===== src/hw/rtl/epoch_seconds_to_utc_date_unit_assert.svh =====
// Assertion macros for the epoch seconds to UTC date unit.
// Included by the modules that carry checks; needs nothing else.
`ifndef EPOCH_SECONDS_TO_UTC_DATE_UNIT_ASSERT_SVH
`define EPOCH_SECONDS_TO_UTC_DATE_UNIT_ASSERT_SVH

`ifndef ASSERT_OFF
// Same-cycle implication.
`define ESUD_ASSERT_IMP(lbl, clk, rst, ante, cons) \
   lbl: assert property (@(posedge clk) disable iff (rst) (ante) |-> (cons)) \
      else $error("same-cycle check failed");
// Next-cycle implication.
`define ESUD_ASSERT_NXT(lbl, clk, rst, ante, cons) \
   lbl: assert property (@(posedge clk) disable iff (rst) (ante) |=> (cons)) \
      else $error("next-cycle check failed");
`else
`define ESUD_ASSERT_IMP(lbl, clk, rst, ante, cons)
`define ESUD_ASSERT_NXT(lbl, clk, rst, ante, cons)
`endif

`endif


===== src/hw/rtl/esud_pkg.sv =====
// Shared types, constants and tables for the epoch seconds to UTC date unit.
// Used by the microcode ROM, the sequencer, the datapath and the top level.
package esud_pkg;

   localparam int unsigned PC_W = 5;

   localparam logic [16:0] SECS_PER_DAY  = 17'd86400;
   localparam logic [16:0] DAYS_PER_CYC  = 17'd1461;
   localparam logic [16:0] DAYS_PER_WEEK = 17'd7;
   localparam logic [16:0] SECS_PER_HOUR = 17'd3600;
   localparam logic [16:0] SECS_PER_MIN  = 17'd60;

   // Reciprocals scaled by 2^32; the quotient estimate is low by at most one.
   localparam logic [31:0] RECIP_DAY  = 32'(64'h1_0000_0000 / SECS_PER_DAY);
   localparam logic [31:0] RECIP_CYC  = 32'(64'h1_0000_0000 / DAYS_PER_CYC);
   localparam logic [31:0] RECIP_WEEK = 32'(64'h1_0000_0000 / DAYS_PER_WEEK);
   localparam logic [31:0] RECIP_HOUR = 32'(64'h1_0000_0000 / SECS_PER_HOUR);
   localparam logic [31:0] RECIP_MIN  = 32'(64'h1_0000_0000 / SECS_PER_MIN);

   localparam logic [7:0]  BASE_YEAR     = 8'd70;
   localparam logic [31:0] BASE_WEEKDAY  = 32'd4;
   localparam logic [10:0] DAYS_COMMON   = 11'd365;
   localparam logic [10:0] DAYS_LEAP     = 11'd366;
   localparam logic [3:0]  MONTHS        = 4'd12;

   localparam logic [PC_W-1:0] STEP_MSRCH = 5'd19;
   localparam logic [PC_W-1:0] STEP_EMIT  = 5'd21;

   typedef enum logic [3:0] {
      OP_JNEG  = 4'd0,
      OP_MULQ  = 4'd1,
      OP_MULR  = 4'd2,
      OP_FIX   = 4'd3,
      OP_YSUB  = 4'd4,
      OP_YLEAP = 4'd5,
      OP_MSRCH = 4'd6,
      OP_MDONE = 4'd7,
      OP_EMIT  = 4'd8
   } op_type;

   typedef enum logic [2:0] {
      DIV_DAY  = 3'd0,
      DIV_CYC  = 3'd1,
      DIV_WEEK = 3'd2,
      DIV_HOUR = 3'd3,
      DIV_MIN  = 3'd4
   } div_type;

   typedef enum logic [1:0] {
      SEQ_NEXT = 2'd0,
      SEQ_JUMP = 2'd1,
      SEQ_END  = 2'd2
   } seq_type;

   typedef struct packed {
      op_type          op;
      div_type         div;
      seq_type         seq;
      logic [PC_W-1:0] target;
   } uword_type;

   typedef struct packed {
      logic load;
      logic step_en;
   } dp_ctrl_type;

   localparam logic [8:0] START_COMMON [13] = '{
      9'd0, 9'd31, 9'd59, 9'd90, 9'd120, 9'd151, 9'd181,
      9'd212, 9'd243, 9'd273, 9'd304, 9'd334, 9'd365
   };
   localparam logic [8:0] START_LEAP [13] = '{
      9'd0, 9'd31, 9'd60, 9'd91, 9'd121, 9'd152, 9'd182,
      9'd213, 9'd244, 9'd274, 9'd305, 9'd335, 9'd366
   };

   function automatic uword_type make_uword(op_type op, div_type div, seq_type seq,
                                            logic [PC_W-1:0] target);
      uword_type w;
      w.op     = op;
      w.div    = div;
      w.seq    = seq;
      w.target = target;
      return w;
   endfunction

   // First day of year (zero-based) of a month; entry 12 is the year length.
   function automatic logic [8:0] month_start(logic leap, logic [3:0] idx);
      logic [8:0] v;
      v = 9'd0;
      if (idx <= MONTHS) begin
         v = leap ? START_LEAP[idx] : START_COMMON[idx];
      end
      return v;
   endfunction

   function automatic logic [16:0] div_const(div_type div);
      logic [16:0] d;
      unique case (div)
         DIV_DAY:  d = SECS_PER_DAY;
         DIV_CYC:  d = DAYS_PER_CYC;
         DIV_WEEK: d = DAYS_PER_WEEK;
         DIV_HOUR: d = SECS_PER_HOUR;
         DIV_MIN:  d = SECS_PER_MIN;
         default:  d = SECS_PER_MIN;
      endcase
      return d;
   endfunction

   function automatic logic [31:0] div_recip(div_type div);
      logic [31:0] m;
      unique case (div)
         DIV_DAY:  m = RECIP_DAY;
         DIV_CYC:  m = RECIP_CYC;
         DIV_WEEK: m = RECIP_WEEK;
         DIV_HOUR: m = RECIP_HOUR;
         DIV_MIN:  m = RECIP_MIN;
         default:  m = RECIP_MIN;
      endcase
      return m;
   endfunction

endpackage


===== src/hw/rtl/esud_rom.sv =====
// Microcode ROM: one control word per program step.
// Depends on esud_pkg for the control word layout and step names.
module esud_rom (
   input  logic [esud_pkg::PC_W-1:0] pc,
   output esud_pkg::uword_type       uword
);

   always_comb begin
      unique case (pc)
         5'd0:  uword = esud_pkg::make_uword(esud_pkg::OP_JNEG, esud_pkg::DIV_DAY,
                                            esud_pkg::SEQ_JUMP, esud_pkg::STEP_EMIT);
         5'd1:  uword = esud_pkg::make_uword(esud_pkg::OP_MULQ, esud_pkg::DIV_DAY,
                                            esud_pkg::SEQ_NEXT, '0);
         5'd2:  uword = esud_pkg::make_uword(esud_pkg::OP_MULR, esud_pkg::DIV_DAY,
                                            esud_pkg::SEQ_NEXT, '0);
         5'd3:  uword = esud_pkg::make_uword(esud_pkg::OP_FIX, esud_pkg::DIV_DAY,
                                            esud_pkg::SEQ_NEXT, '0);
         5'd4:  uword = esud_pkg::make_uword(esud_pkg::OP_MULQ, esud_pkg::DIV_CYC,
                                            esud_pkg::SEQ_NEXT, '0);
         5'd5:  uword = esud_pkg::make_uword(esud_pkg::OP_MULR, esud_pkg::DIV_CYC,
                                            esud_pkg::SEQ_NEXT, '0);
         5'd6:  uword = esud_pkg::make_uword(esud_pkg::OP_FIX, esud_pkg::DIV_CYC,
                                            esud_pkg::SEQ_NEXT, '0);
         5'd7:  uword = esud_pkg::make_uword(esud_pkg::OP_MULQ, esud_pkg::DIV_WEEK,
                                            esud_pkg::SEQ_NEXT, '0);
         5'd8:  uword = esud_pkg::make_uword(esud_pkg::OP_MULR, esud_pkg::DIV_WEEK,
                                            esud_pkg::SEQ_NEXT, '0);
         5'd9:  uword = esud_pkg::make_uword(esud_pkg::OP_FIX, esud_pkg::DIV_WEEK,
                                            esud_pkg::SEQ_NEXT, '0);
         5'd10: uword = esud_pkg::make_uword(esud_pkg::OP_MULQ, esud_pkg::DIV_HOUR,
                                            esud_pkg::SEQ_NEXT, '0);
         5'd11: uword = esud_pkg::make_uword(esud_pkg::OP_MULR, esud_pkg::DIV_HOUR,
                                            esud_pkg::SEQ_NEXT, '0);
         5'd12: uword = esud_pkg::make_uword(esud_pkg::OP_FIX, esud_pkg::DIV_HOUR,
                                            esud_pkg::SEQ_NEXT, '0);
         5'd13: uword = esud_pkg::make_uword(esud_pkg::OP_MULQ, esud_pkg::DIV_MIN,
                                            esud_pkg::SEQ_NEXT, '0);
         5'd14: uword = esud_pkg::make_uword(esud_pkg::OP_MULR, esud_pkg::DIV_MIN,
                                            esud_pkg::SEQ_NEXT, '0);
         5'd15: uword = esud_pkg::make_uword(esud_pkg::OP_FIX, esud_pkg::DIV_MIN,
                                            esud_pkg::SEQ_NEXT, '0);
         5'd16: uword = esud_pkg::make_uword(esud_pkg::OP_YSUB, esud_pkg::DIV_DAY,
                                            esud_pkg::SEQ_JUMP, esud_pkg::STEP_MSRCH);
         5'd17: uword = esud_pkg::make_uword(esud_pkg::OP_YSUB, esud_pkg::DIV_DAY,
                                            esud_pkg::SEQ_JUMP, esud_pkg::STEP_MSRCH);
         5'd18: uword = esud_pkg::make_uword(esud_pkg::OP_YLEAP, esud_pkg::DIV_DAY,
                                            esud_pkg::SEQ_NEXT, '0);
         5'd19: uword = esud_pkg::make_uword(esud_pkg::OP_MSRCH, esud_pkg::DIV_DAY,
                                            esud_pkg::SEQ_JUMP, esud_pkg::STEP_MSRCH);
         5'd20: uword = esud_pkg::make_uword(esud_pkg::OP_MDONE, esud_pkg::DIV_DAY,
                                            esud_pkg::SEQ_NEXT, '0);
         5'd21: uword = esud_pkg::make_uword(esud_pkg::OP_EMIT, esud_pkg::DIV_DAY,
                                            esud_pkg::SEQ_END, '0);
         default: uword = esud_pkg::make_uword(esud_pkg::OP_EMIT, esud_pkg::DIV_DAY,
                                              esud_pkg::SEQ_END, '0);
      endcase
   end

endmodule


===== src/hw/rtl/esud_seq.sv =====
// Sequencer: step counter, conditional jumps and the request/result handshake.
// Depends on esud_pkg and the assertion macro header.
`include "epoch_seconds_to_utc_date_unit_assert.svh"

module esud_seq (
   input  logic                      clock,
   input  logic                      reset,
   input  logic                      req_tvalid,
   output logic                      req_tready,
   output logic                      rsp_tvalid,
   input  logic                      rsp_tready,
   input  esud_pkg::uword_type       uword,
   input  logic                      cond,
   output logic [esud_pkg::PC_W-1:0] pc,
   output esud_pkg::dp_ctrl_type     ctrl
);

   logic                      busy_ff, busy_in;
   logic                      rsp_valid_ff, rsp_valid_in;
   logic [esud_pkg::PC_W-1:0] pc_ff, pc_in;
   logic                      load;
   logic                      out_free;
   logic                      step_en;
   logic                      emit_fire;

   assign load      = req_tvalid && !busy_ff;
   assign out_free  = !rsp_valid_ff || rsp_tready;
   // The final step waits until the result register can take a new result.
   assign step_en   = busy_ff && ((uword.seq != esud_pkg::SEQ_END) || out_free);
   assign emit_fire = step_en && (uword.seq == esud_pkg::SEQ_END);

   always_comb begin
      pc_in   = pc_ff;
      busy_in = busy_ff;
      if (load) begin
         pc_in   = '0;
         busy_in = 1'b1;
      end else if (step_en) begin
         unique case (uword.seq)
            esud_pkg::SEQ_NEXT: pc_in = pc_ff + 1'b1;
            esud_pkg::SEQ_JUMP: pc_in = cond ? uword.target : pc_ff + 1'b1;
            esud_pkg::SEQ_END:  busy_in = 1'b0;
            default:            busy_in = 1'b0;
         endcase
      end
   end

   assign rsp_valid_in = (rsp_valid_ff && !rsp_tready) || emit_fire;

   always_ff @(posedge clock) begin
      if (reset) begin
         busy_ff      <= 1'b0;
         rsp_valid_ff <= 1'b0;
         pc_ff        <= '0;
      end else begin
         busy_ff      <= busy_in;
         rsp_valid_ff <= rsp_valid_in;
         pc_ff        <= pc_in;
      end
   end

   assign req_tready   = !busy_ff;
   assign rsp_tvalid   = rsp_valid_ff;
   assign pc           = pc_ff;
   assign ctrl.load    = load;
   assign ctrl.step_en = step_en;

   `ESUD_ASSERT_NXT(a_load_starts, clock, reset, load, busy_ff && (pc_ff == '0))
   `ESUD_ASSERT_NXT(a_emit_ends, clock, reset, emit_fire, rsp_valid_ff && !busy_ff)
   `ESUD_ASSERT_IMP(a_pc_in_program, clock, reset, busy_ff, pc_ff <= esud_pkg::STEP_EMIT)

endmodule


===== src/hw/rtl/esud_dpath.sv =====
// Datapath: shared 32x32 multiplier for the constant divisions, year and month
// stepping, and the result register. Depends on esud_pkg and the macro header.
`include "epoch_seconds_to_utc_date_unit_assert.svh"

module esud_dpath (
   input  logic                  clock,
   input  logic                  reset,
   input  logic [31:0]           req_tdata,
   input  esud_pkg::uword_type   uword,
   input  esud_pkg::dp_ctrl_type ctrl,
   output logic                  cond,
   output logic [47:0]           rsp_tdata,
   output logic                  rsp_tuser
);

   logic [31:0] x_ff, q_ff, r_ff;
   logic        neg_ff;
   logic [14:0] days_ff;
   logic [16:0] sod_ff;
   logic [7:0]  year_ff;
   logic [10:0] dic_ff;
   logic        leap_ff;
   logic [3:0]  mon_ff;
   logic [4:0]  mday_ff;
   logic [2:0]  wday_ff;
   logic [4:0]  hour_ff;
   logic [5:0]  min_ff;
   logic [5:0]  sec_ff;
   logic [47:0] rsp_tdata_ff;
   logic        rsp_tuser_ff;

   logic [16:0] dconst;
   logic [31:0] dconst32;
   logic [31:0] mul_a, mul_b;
   logic [63:0] prod;
   logic        fix_ge;
   logic [31:0] q_fix, r_fix;
   logic [3:0]  mon_m1;
   logic [8:0]  start_cur, start_prev;
   logic        msrch_go;

   assign dconst   = esud_pkg::div_const(uword.div);
   assign dconst32 = 32'(dconst);

   // Pass one estimates the quotient, pass two forms the remainder.
   assign mul_a = (uword.op == esud_pkg::OP_MULR) ? q_ff : x_ff;
   assign mul_b = (uword.op == esud_pkg::OP_MULR) ? dconst32 : esud_pkg::div_recip(uword.div);
   assign prod  = 64'(mul_a) * 64'(mul_b);

   assign fix_ge = r_ff >= dconst32;
   assign q_fix  = fix_ge ? q_ff + 32'd1 : q_ff;
   assign r_fix  = fix_ge ? r_ff - dconst32 : r_ff;

   assign mon_m1     = mon_ff - 4'd1;
   assign start_cur  = esud_pkg::month_start(leap_ff, mon_ff);
   assign start_prev = esud_pkg::month_start(leap_ff, mon_m1);
   assign msrch_go   = (mon_ff < esud_pkg::MONTHS) && (11'(start_cur) <= dic_ff);

   always_comb begin
      unique case (uword.op)
         esud_pkg::OP_JNEG:  cond = neg_ff;
         esud_pkg::OP_YSUB:  cond = dic_ff < esud_pkg::DAYS_COMMON;
         esud_pkg::OP_MSRCH: cond = msrch_go;
         default:            cond = 1'b0;
      endcase
   end

   always_ff @(posedge clock) begin
      if (ctrl.load) begin
         x_ff   <= req_tdata;
         neg_ff <= req_tdata[31];
      end else if (ctrl.step_en) begin
         unique case (uword.op)
            esud_pkg::OP_MULQ: q_ff <= prod[63:32];
            esud_pkg::OP_MULR: r_ff <= x_ff - prod[31:0];
            esud_pkg::OP_FIX: begin
               unique case (uword.div)
                  esud_pkg::DIV_DAY: begin
                     days_ff <= q_fix[14:0];
                     sod_ff  <= r_fix[16:0];
                     x_ff    <= q_fix;
                  end
                  esud_pkg::DIV_CYC: begin
                     year_ff <= {q_fix[5:0], 2'b00} + esud_pkg::BASE_YEAR;
                     dic_ff  <= r_fix[10:0];
                     leap_ff <= 1'b0;
                     mon_ff  <= 4'd1;
                     x_ff    <= 32'(days_ff) + esud_pkg::BASE_WEEKDAY;
                  end
                  esud_pkg::DIV_WEEK: begin
                     wday_ff <= r_fix[2:0];
                     x_ff    <= 32'(sod_ff);
                  end
                  esud_pkg::DIV_HOUR: begin
                     hour_ff <= q_fix[4:0];
                     x_ff    <= r_fix;
                  end
                  esud_pkg::DIV_MIN: begin
                     min_ff <= q_fix[5:0];
                     sec_ff <= r_fix[5:0];
                  end
                  default: ;
               endcase
            end
            esud_pkg::OP_YSUB: begin
               if (dic_ff >= esud_pkg::DAYS_COMMON) begin
                  dic_ff  <= dic_ff - esud_pkg::DAYS_COMMON;
                  year_ff <= year_ff + 8'd1;
               end
            end
            esud_pkg::OP_YLEAP: begin
               // Third year of the cycle is the leap year.
               if (dic_ff >= esud_pkg::DAYS_LEAP) begin
                  dic_ff  <= dic_ff - esud_pkg::DAYS_LEAP;
                  year_ff <= year_ff + 8'd1;
               end else begin
                  leap_ff <= 1'b1;
               end
            end
            esud_pkg::OP_MSRCH: begin
               if (msrch_go) begin
                  mon_ff <= mon_ff + 4'd1;
               end
            end
            esud_pkg::OP_MDONE: begin
               mon_ff  <= mon_m1;
               mday_ff <= 5'(dic_ff[8:0] - start_prev + 9'd1);
            end
            esud_pkg::OP_EMIT: begin
               if (neg_ff) begin
                  rsp_tdata_ff <= '0;
               end else begin
                  rsp_tdata_ff <= {2'b00, sec_ff, min_ff, hour_ff, wday_ff, dic_ff[8:0],
                                   mday_ff, mon_ff, year_ff};
               end
               rsp_tuser_ff <= !neg_ff;
            end
            default: ;
         endcase
      end
   end

   assign rsp_tdata = rsp_tdata_ff;
   assign rsp_tuser = rsp_tuser_ff;

   `ESUD_ASSERT_IMP(a_fix_one_step, clock, reset, ctrl.step_en && (uword.op == esud_pkg::OP_FIX), r_ff < (dconst32 + dconst32))
   `ESUD_ASSERT_IMP(a_msrch_month, clock, reset, ctrl.step_en && (uword.op == esud_pkg::OP_MSRCH), (mon_ff != 4'd0) && (mon_ff <= esud_pkg::MONTHS))
   `ESUD_ASSERT_NXT(a_emit_year, clock, reset, ctrl.step_en && (uword.op == esud_pkg::OP_EMIT) && !neg_ff, rsp_tuser_ff && (rsp_tdata_ff[7:0] >= esud_pkg::BASE_YEAR))

endmodule


===== src/hw/rtl/epoch_seconds_to_utc_date_unit.sv =====
// Converts a signed 32-bit count of seconds since 1970-01-01 00:00 UTC into
// broken-down UTC calendar time. A small microcoded sequencer steps a datapath
// built around one shared 32x32 multiplier: each constant division (by seconds
// per day, days per four-year cycle, seven, 3600 and 60) is done as a
// reciprocal multiply, a remainder and one correction, then the year is settled
// in up to three steps and the month is found by a search that checks one table
// entry per cycle. How long a non-negative request runs depends on the year
// steps and the month search; a negative request goes straight to the result
// step and yields valid_res = 0 with all fields zero. One request is worked on
// at a time; a finished result waits in its own register, so the next request
// is accepted while it is still unread.
module epoch_seconds_to_utc_date_unit (
   input  logic        clock,
   input  logic        reset,
   input  logic        req_tvalid,
   output logic        req_tready,
   input  logic [31:0] req_tdata,   // [31:0] epoch_seconds
   output logic        rsp_tvalid,
   input  logic        rsp_tready,
   // [7:0] years_since_1900, [11:8] month_index, [16:12] day_of_month,
   // [25:17] day_of_year, [28:26] weekday, [33:29] hour_of_day,
   // [39:34] minute_of_hour, [45:40] second_of_minute, [47:46] zero
   output logic [47:0] rsp_tdata,
   output logic        rsp_tuser    // [0] valid_res
);

   logic [esud_pkg::PC_W-1:0] pc;
   esud_pkg::uword_type       uword;
   esud_pkg::dp_ctrl_type     ctrl;
   logic                      cond;

   esud_rom u_rom (
      .pc    (pc),
      .uword (uword)
   );

   esud_seq u_seq (
      .clock      (clock),
      .reset      (reset),
      .req_tvalid (req_tvalid),
      .req_tready (req_tready),
      .rsp_tvalid (rsp_tvalid),
      .rsp_tready (rsp_tready),
      .uword      (uword),
      .cond       (cond),
      .pc         (pc),
      .ctrl       (ctrl)
   );

   esud_dpath u_dpath (
      .clock     (clock),
      .reset     (reset),
      .req_tdata (req_tdata),
      .uword     (uword),
      .ctrl      (ctrl),
      .cond      (cond),
      .rsp_tdata (rsp_tdata),
      .rsp_tuser (rsp_tuser)
   );

endmodule


===== config.mk =====
export PLATFORM = sky130hd
export DESIGN_NAME = epoch_seconds_to_utc_date_unit
export DESIGN_NICKNAME = d
export VERILOG_FILES = /design/src/hw/rtl/esud_pkg.sv /design/src/hw/rtl/esud_rom.sv /design/src/hw/rtl/esud_seq.sv /design/src/hw/rtl/esud_dpath.sv /design/src/hw/rtl/epoch_seconds_to_utc_date_unit.sv
export VERILOG_INCLUDE_DIRS = /design/src /design/src/hw/rtl
export SDC_FILE = /design/constraint.sdc
export NUM_CORES = 2
export LEC_CHECK = 0
export BUFFER_PORTS_ARGS = -buffer_cell sky130_fd_sc_hd__buf_2
export CAP_MARGIN = 20
export CORE_ASPECT_RATIO = 1.25
export CORE_MARGIN = 2
export CORE_UTILIZATION = 43
export DETAILED_ROUTE_END_ITERATION = 12
export PLACE_DENSITY = 0.6
export REMOVE_ABC_BUFFERS = 1
export SYNTH_ARGS = -nofsm -noshare
export SYNTH_HDL_FRONTEND = slang
export SYNTH_SLANG_ARGS = --single-unit
export TNS_END_PERCENT = 30

===== constraint.sdc =====
create_clock -name clock -period 10.3 [get_ports clock]
set_input_delay 1.545 -clock clock [delete_from_list [all_inputs] [get_ports clock]]
set_output_delay 1.545 -clock clock [all_outputs]
set_load 0.03 [all_outputs]

==> results.sh <==
export IMPL_critPathTopFamily="adder cells"
export IMPL_worstHoldPathType="reg2reg"
export IMPL_synthCells=4615
export IMPL_yosys_area_top_type="fa_1"
export IMPL_grt_usage_pct=30.01
export IMPL_r2r_setup_slack_ns=0.41
export IMPL_synthTopCellsByArea="fa_1 (34%), edfxtp_1 (16%), ha_1 (12%)"
export IMPL_root_buffer="clkbuf_16"
export IMPL_startpoint_type="register"
export IMPL_synth_common_cells="inv_1 (842), fa_1 (715), nand2_1 (499)"
export IMPL_die_y_um=355.4
export IMPL_r2r_end="u_dpath.r_ff[31]"
export IMPL_vias_per_cell=5.646
export IMPL_insertion_delay_ns=0.61
export IMPL_worst_slew_pin_slew_ns=1.178
export IMPL_status="completed"
export IMPL_r2r_start="u_rom.uword[6]"
export IMPL_ys_ff_latch=242
export IMPL_die_w_um=285.1
export IMPL_syn_cell_area_sq_um=42470
export IMPL_critPathMaxFanout=45
export IMPL_drt_initial_drc_count=3032
export IMPL_synth_ff_type="edfxtp_1"
export IMPL_holdBufCountCts=0
export IMPL_yosysMostFrequentCell="inv_1"
export IMPL_fmax_mhz=101.2
export IMPL_post_drt_wl_per_cell_um=24.66
export IMPL_grt_pass1_vias=35367
export IMPL_syn_to_final_growth_pct=9.976
export IMPL_n_fill_cell=9442
export IMPL_slew_headroom_pct=21.36
export IMPL_cp_data_arrival_time_ns=10.21
export IMPL_firstDrtPassIters=5
export IMPL_hold_depth=1
export IMPL_drive_gt1_share_pct=9.316
export IMPL_async_flop_share_pct=0
export IMPL_grt_antenna_before_repair=3
export IMPL_grt_overflow=0
export IMPL_period_share_pct=95.98
export IMPL_rsz0062_at_grt="no"
export IMPL_cts_resized_gates=0
export IMPL_route_vias_total=34495
export IMPL_htree_levels=1
export IMPL_crit_path_end_kind="register"
export IMPL_grt_max_degree=58
export IMPL_synth_edf_count=225
export IMPL_path_buf_inv=7
export IMPL_cts_buffer_depth=3
export IMPL_port_buffers=84
export IMPL_drv_slew=0
export IMPL_postRouteAntennaNets=0
export IMPL_ys_warn_count=0
export IMPL_finish_utilization_pct=47.80
export IMPL_rows=128
export IMPL_skew_ns=0.04859
export IMPL_clkTransAtPathRegs_ns=0.06
export IMPL_dieArea_sq_um=101300
export IMPL_cpPeakStageDelay_ns=0.60
export IMPL_postCtsSetupBuffers=0
export IMPL_startpoint="u_rom.uword[6]"
export IMPL_crit_end="u_dpath.r_ff[31]"
export IMPL_drc=0
export IMPL_synthDistinctLibCells=91
export IMPL_nets=5937
export IMPL_cts_made_buffers=28
export IMPL_setup_violations=0
export IMPL_cts_sinks=242
export IMPL_crit_cells=35
export IMPL_io_pins=87
export IMPL_dpl_hpwl_um=126100
export IMPL_start_util_pct=43.47
export IMPL_hold_violations=0
export IMPL_gp_congestion=1.013
export IMPL_yosysSeqAreaShare_pct=16.71
export IMPL_synth_top_cell_area_share_pct=33.71
export IMPL_cap_viol_max_count=0
export IMPL_cp_common_cell="fa_1"
export IMPL_syn_area_per_cell_sq_um=9.202
export IMPL_fin_crit_ns=9.886
export IMPL_cts_tree="built"
export IMPL_grt_pass1_wl_um=225100
export IMPL_reg2reg_depth=35
export IMPL_critPathSlowestCell="fa_1"
export IMPL_core_area_sq_um=97690
export IMPL_drt_wl_total_um=150600
export IMPL_required_ns=10.62
export IMPL_crit_type="reg2reg"
[layout by cell type, fill, tap and decap left out, types with 9 or more instances in the layout]
cell type	instances
o22ai_1	16
and2_1	26
o211ai_1	19
a21o_1	54
buf_4	227
xor2_1	67
nor2_2	9
o21a_1	10
o21bai_1	26
nand2b_1	46
buf_2	84
ha_1	398
nor2b_1	62
o221ai_1	14
and3_1	90
a21oi_1	183
or2_2	33
clkbuf_16	28
fa_1	715
a22oi_1	9
nand2_1	498
a211oi_1	27
edfxtp_1	225
mux2i_1	34
nor3_1	38
o21ai_1	11
inv_1	842
xnor2_1	111
a31oi_1	20
nand4_1	28
dfxtp_1	16
buf_12	10
nor2_1	462
o21ai_0	118
nand3_1	75
a21boi_0	9
[how the worst min path moves through the flow]
stage	from	endpoint	slack [ns]
floorplan	u_seq.pc[0]	u_seq.pc[0]	0.48
global placement	u_seq.pc[0]	u_seq.pc[0]	0.51
detailed placement	u_seq.pc[0]	u_seq.pc[0]	0.52
CTS	u_seq.pc[0]	u_seq.pc[0]	0.53
global route	u_dpath.sec_ff[1]	u_dpath.rsp_tdata[41]	0.56
finish	u_seq.pc[0]	u_seq.pc[0]	0.52
[state kept, by name, indices dropped and copies added, names as in the netlist, 8 cells and up]
name               cells
u_dpath.dic_ff        11
u_dpath.year_ff        8
u_rom.uword           10
u_dpath.rsp_tdata     46
u_dpath.sod_ff        17
u_dpath.q_ff          32
u_dpath.x_ff          32
u_dpath.days_ff       15
u_dpath.r_ff          32
[routing by layer]
metal  up-vias  global-route usage, %  routed length, um
li1      15085                      -                  -
met2      1684                  48.52              70400
met4         2                  19.80              12480
met1     17232                  37.42              55960
met3       492                  4.526              11780
met5         -                      0                 26
[logic make-up after synthesis]
family	Yosys count	synth area share (%)
DFF	242	16.71
adders and majority gates	1113	45.43
xor gates and xnor gates	178	3.671
muxes	36	0.8810
AOI/OAI and AO/OA	602	9.107
buffers and inverters	1025	9.125
and+or+nand+nor	1418	15.06
other	1	0.008831
[layout make-up]
class	count	area, sq um	area share [%]
Timing Repair Buffer	321	2325	4.978
Clock buffer	31	711.9	1.524
Antenna cell	1	2.502	0.005358
Clock inverter	20	170.2	0.3644
Multi-Input combinational cell	3349	31590	67.65
Tap cell	1300	1627	3.483
Sequential cell	242	7098	15.20
Inverter	846	3176	6.800
[stage by stage]
step | area [sq um] | std cells | TNS, ns | hold slack (ns) | worst slack [ns]
after floorplan | 41770 | 4437 | -97.28 | 0.4821 | -2.710
after global placement | 45790 | 6056 | 0 | 0.5059 | 0.4643
after detailed placement | 45790 | 6056 | 0 | 0.5160 | 0.3571
after CTS | 46670 | 6107 | 0 | 0.5301 | 0.3398
after global routing | 46700 | 6109 | 0 | 0.5574 | 0.03028
final | 46700 | 6110 | 0 | 0.5249 | 0.4142
Power is left out: the tool's default activity adds up to more than one toggle a clock period on the data nets, which glitch-free logic cannot reach.
